===== config.mk =====
export PLATFORM = sky130hd
export DESIGN_NAME = vorf_mul
export DESIGN_NICKNAME = d
export VERILOG_FILES = /design/src/vorf_pkg.sv /design/src/vorf_mul.sv
export SDC_FILE = /design/constraint.sdc
export NUM_CORES = 2
export LEC_CHECK = 0
export ABC_AREA = 1
export ABC_CLOCK_PERIOD_IN_PS = 20200
export BUFFER_PORTS_ARGS = -buffer_cell sky130_fd_sc_hd__buf_2
export CORE_MARGIN = 2
export CORE_UTILIZATION = 32
export DETAILED_ROUTE_END_ITERATION = 12
export PLACE_DENSITY = 0.55
export SYNTH_ARGS = -nofsm -noshare
export SYNTH_HDL_FRONTEND = slang
export SYNTH_SLANG_ARGS = --single-unit

===== constraint.sdc =====
create_clock -name clk -period 20.2 [get_ports clk]
set_input_delay 4.04 -clock clk [delete_from_list [all_inputs] [get_ports clk]]
set_output_delay 4.04 -clock clk [all_outputs]
set_load 0.02 [all_outputs]

===== src/vorf_pkg.sv =====
// Shared constants, codes and types of the voxel occupancy ray fill block.
// Used by the grid memory, the shared multiplier and the top level.
package vorf_pkg;

  localparam int GRID_CELLS = 16;
  localparam int CW         = $clog2(GRID_CELLS);
  localparam int GRID_DEPTH = GRID_CELLS * GRID_CELLS * GRID_CELLS;
  localparam int AW         = $clog2(GRID_DEPTH);

  localparam int CELL_W  = 4;
  localparam int IW      = (CW > CELL_W) ? CW : CELL_W;
  localparam int COORD_W = 24;
  localparam int RES_W   = 16;
  localparam int FL_W    = 24;
  localparam int AD_W    = 24;
  localparam int CNT_W   = 6;

  // Box half-extent arithmetic (all values doubled to stay integer).
  localparam int LIM_W = RES_W + CW + 1;
  localparam int RW    = LIM_W + 1;
  localparam int WW    = LIM_W + 8;
  localparam int NW    = RES_W + CW + 2;
  localparam int DBW   = $clog2(CW + 1);

  // Shared multiplier and the wide products built from its limbs.
  localparam int LIMB_W = 25;
  localparam int PROD_W = 2 * LIMB_W;
  localparam int SQ_W   = 48;
  localparam int WIDE_W = 2 * LIMB_W;
  localparam int ACC_W  = 2 * WIDE_W;

  typedef enum logic [1:0] {
    REQ_INSERT     = 2'd0,
    REQ_CLEAR_BOX  = 2'd1,
    REQ_READ       = 2'd2,
    REQ_CLEAR_GRID = 2'd3
  } req_t;

  typedef enum logic [1:0] {
    ST_DONE    = 2'd0,
    ST_OUTSIDE = 2'd1,
    ST_INVALID = 2'd2
  } status_t;

  localparam logic [1:0] CELL_FREE = 2'd0;
  localparam logic [1:0] CELL_HIT  = 2'd1;
  localparam logic [1:0] CELL_OCC  = 2'd2;

  localparam logic [2:0] REG_CAM_X    = 3'd0;
  localparam logic [2:0] REG_CAM_Y    = 3'd1;
  localparam logic [2:0] REG_CAM_Z    = 3'd2;
  localparam logic [2:0] REG_RES_X    = 3'd3;
  localparam logic [2:0] REG_RES_Y    = 3'd4;
  localparam logic [2:0] REG_RES_Z    = 3'd5;
  localparam logic [2:0] REG_FILL_EN  = 3'd6;
  localparam logic [2:0] REG_FILL_LEN = 3'd7;

  typedef struct packed {
    logic          en;
    logic [AW-1:0] addr;
    logic [1:0]    data;
  } grid_wr_t;

  function automatic logic [AW-1:0] cell_addr(input logic [CW-1:0] x,
                                               input logic [CW-1:0] y,
                                               input logic [CW-1:0] z);
    logic [AW-1:0] a;
    a = (AW'(x) * AW'(GRID_CELLS) + AW'(y)) * AW'(GRID_CELLS) + AW'(z);
    return a;
  endfunction

endpackage


===== src/vorf_mul.sv =====
// Shared unsigned limb multiplier with a registered product.
// Depends on vorf_pkg for the limb and product widths.
module vorf_mul import vorf_pkg::*; (
  input  logic              clk,
  input  logic [LIMB_W-1:0] a,
  input  logic [LIMB_W-1:0] b,
  output logic [PROD_W-1:0] prod
);

  always_ff @(posedge clk) begin
    prod <= PROD_W'(a) * PROD_W'(b);
  end

endmodule


Word level (Yosys, flattened, before mapping)
Index checks and enable logic that the tools add are counted.
{ "totals": {"output_inout_bits": 50, "reg_bits": 50} }
{ "op_classes": {"n_mul": 1} }
{ "op_table": {"columns": ["op", "count"], "rows": [
  ["25-bit by 25-bit multiplier with 50-bit output", 1]
]} }

Logic depth before layout (Yosys ltp)
{ "logic_depth": {"depth_word": 1, "mapped_depth": 30} }

Least setup slack after synthesis
Ideal clock, no wire load.
{ "synth_path": {"path_kind": "input to register", "start": "in a[13]", "end": "reg prod[33]", "t_arrival_ns": 9.464, "n_path_buf": 2, "setup_ns": 0.117, "setup_slack_ns": 10.620, "stages": 27, "path_cell_list": "clkbuf_1 -> clkbuf_1 -> nand2_1 -> fa_1 -> inv_1 -> fa_1 -> inv_1 -> fa_1 -> inv_1 -> fa_1 -> inv_1 -> fa_1 -> inv_1 -> fa_1 -> inv_1 -> fa_1 -> inv_1 -> ha_1 -> nand2_2 -> nor2_1 -> nand2_1 -> inv_2 -> nand2_1 -> a21oi_1 -> nor2_1 -> nand2_1 -> nand2_1"} }
{ "synth_between": {"elab_chain_len": 1} }
{ "synth_lines": {"columns": ["item", "line_no", "source"], "rows": [
  ["start: declaration", "vorf_mul.sv:5", "input logic [LIMB_W-1:0] a,"],
  ["25-bit by 25-bit multiplier with 50-bit output", "vorf_mul.sv:11", "prod <= PROD_W'(a) * PROD_W'(b);"],
  ["end signal: assignment", "vorf_mul.sv:11", null],
  ["end: declaration", "vorf_mul.sv:7", "output logic [PROD_W-1:0] prod"]
]} }
Every way passes these cells.

Final worst setup path
{ "layout_path": {"start": "in a[12]", "end": "reg prod[21]"} }
Same word-level chain as after synthesis.

==> results.sh <==
export IMPL_worstPathArrival_ps=10330
export IMPL_status="complete, no violations"
export IMPL_crit_top_cell="inv_1"
export IMPL_syn_area_um2=23800
export IMPL_path_buf_inv=9
export IMPL_grt_start_max_net_pins=26
export IMPL_synth_nets=4030
export IMPL_cap_violations=0
export IMPL_final_antenna_net_count=0
export IMPL_multi_input_area_um2=18000
export IMPL_cp_cell_sequence="buf_2 > nand2_1 > fa_1 > inv_1 > fa_1 > inv_1 > fa_1 > inv_1 > fa_1 > inv_1 > fa_1 > inv_1 > fa_1 > inv_1 > fa_1 > inv_1 > ha_1 > nand2_2 > nor2_1 > nand2_1 > inv_1 > nand2_1 > nand2_2 > xor2_1"
export IMPL_io_buffers=100
export IMPL_numCtsBuffers=5
export IMPL_h_tree_depth=2
export IMPL_start_util=0.325
export IMPL_ys_top_cells_by_area="fa_1 44%, inv_1 17%, nand2_1 16%"
export IMPL_finalNetCount=3987
export IMPL_tightestPinTransition_ps=842
export IMPL_top_register="prod"
export IMPL_diodes=0
export IMPL_cts_hold_buf=0
export IMPL_clockRootBuffer="clkbuf_16"
export IMPL_path_class="in2reg"
export IMPL_synthCells=3268
export IMPL_track_usage=0.174
export IMPL_synth_seq_area_share=0.0421
export IMPL_hpwl_um=53800
export IMPL_numClockSinks=50
export IMPL_core_area_um2=73200
export IMPL_area_growth_pct=5.42
export IMPL_stdcell_count=4185
export IMPL_end_kind="register"
export IMPL_dp_cells=4177
export IMPL_final_setup_viol_count=0
export IMPL_drt_total_wl_um=64100
export IMPL_cts_buffer_depth=2
export IMPL_drt_first_iter_violations=1171
export IMPL_rows=99
export IMPL_drv_slew=0
export IMPL_synthFlopType="dfxtp_1"
export IMPL_drt_pass1_iterations=6
export IMPL_start_kind="primary input"
export IMPL_relSlewSlack=0.439
export IMPL_drc=0
export IMPL_antenna_found_initial=3
export IMPL_dieWidth_um=277
export IMPL_top_regs="prod (50)"
export IMPL_finalCriticalPeriod_ps=10150
export IMPL_nFillCells=7811
export IMPL_synth_most_common_cell="inv_1"
export IMPL_die_height_um=277
export IMPL_vias=18200
export IMPL_rsz0062_at_grt="false"
export IMPL_finalCritPeriodShare=0.502
export IMPL_num_io_pins=101
export IMPL_hold_worst_slack_ps=4250
export IMPL_clock_fmax_ghz=0.0985
export IMPL_hold_viol_final=0
export IMPL_layout_drive_gt1_share=0.0611
export IMPL_gp_congestion=0.890
export IMPL_synth_top_area_frac=0.443
export IMPL_cts_repair_resized=0
export IMPL_synthTopCellsByCount="1106 x inv_1, 997 x nand2_1, 526 x fa_1, 185 x ha_1, 150 x clkbuf_1"
export IMPL_ys_ff_latch=50
export IMPL_yosysWarnings=0
export IMPL_synth_top_area_cell="fa_1"
export IMPL_async_flop_share=0
export IMPL_fin_setup_tns_ps=0
export IMPL_grt_overflow_total=0
export IMPL_grt_first_pass_wirelength_um=106000
export IMPL_crit_family="adder cells"
export IMPL_routedWlPerCell_um=15.3
export IMPL_hold_class="in2reg"
export IMPL_clk_pin_slew_ps=100
export IMPL_dieArea_um2=76500
export IMPL_cts_setup_buffers=0
export IMPL_crit_path_max_incr_delay_ps=560
export IMPL_grt_pass1_vias=19300
export IMPL_largest_reg_flops=50
export IMPL_required_ps=20380
export IMPL_syn_mean_instance_area_um2=7.28
export IMPL_cts_tree="yes"
export IMPL_synth_enable_flop_cells=0
export IMPL_slowest_stage="buf_2"
export IMPL_synth_cell_types=26
export IMPL_post_drt_via_cell_ratio=4.35
export IMPL_seqCellArea_um2=1000
export IMPL_worstPathMaxFanout=25
## cells by family (layout without fill, tap and decap cells)
group,Yosys count,after routing,synth area share
flops,50,50,0.0421
fa+ha+maj,711,711,0.540
simple gates,1168,1168,0.198
compound gates,38,38,0.00889
buf+inv,1274,1232,0.201
xor+xnor,27,27,0.00994
## final cells by class
cell class / instances / area share
clock buffers: 5 / 0.00499
well taps: 959 / 0.0479
clock inverters: 3 / 0.00110
repair buffers: 100 / 0.0200
multi-input cells: 1944 / 0.718
flip-flops and latches: 50 / 0.0399
inverters: 1124 / 0.168
## per-layer routing
metal	vias up	wire, um	track usage
li1	8757	-	-
met1	8961	29000	0.239
met2	411	31300	0.300
met3	56	2950	0.0193
met4	2	926	0.0269
met5	-	8	0
## placed cells by master, fill, tap and decap left out, types with 25 or more instances in the layout
master,instances
nand2_1,997
a21oi_1,28
nand2_2,25
nor2_2,28
dfxtp_1,50
nor2_1,51
nand3_1,37
inv_1,1106
ha_1,185
fa_1,526
buf_2,100
## path summary, 6_finish.rpt
| path | startpoint | end | slack [ps] | cells after the start |
|---|---|---|---|---|
| worst min-delay path | b[0] | prod[0] | 4250 | 3 |
| worst max-delay path | a[12] | prod[21] | 10050 | 24 |
## per-stage QoR
step	setup slack, ps	utilization	cell area, um2
after floorplan	10620	-	23800
after global routing	9700	0.342	25100
final	10050	0.342	25100
after detailed placement	9820	0.340	24900
after global placement	9700	0.340	24900
after CTS	10110	0.342	25100
Power is left out: the tool's default activity adds up to more than one toggle a clock period on the data nets, which glitch-free logic cannot reach.
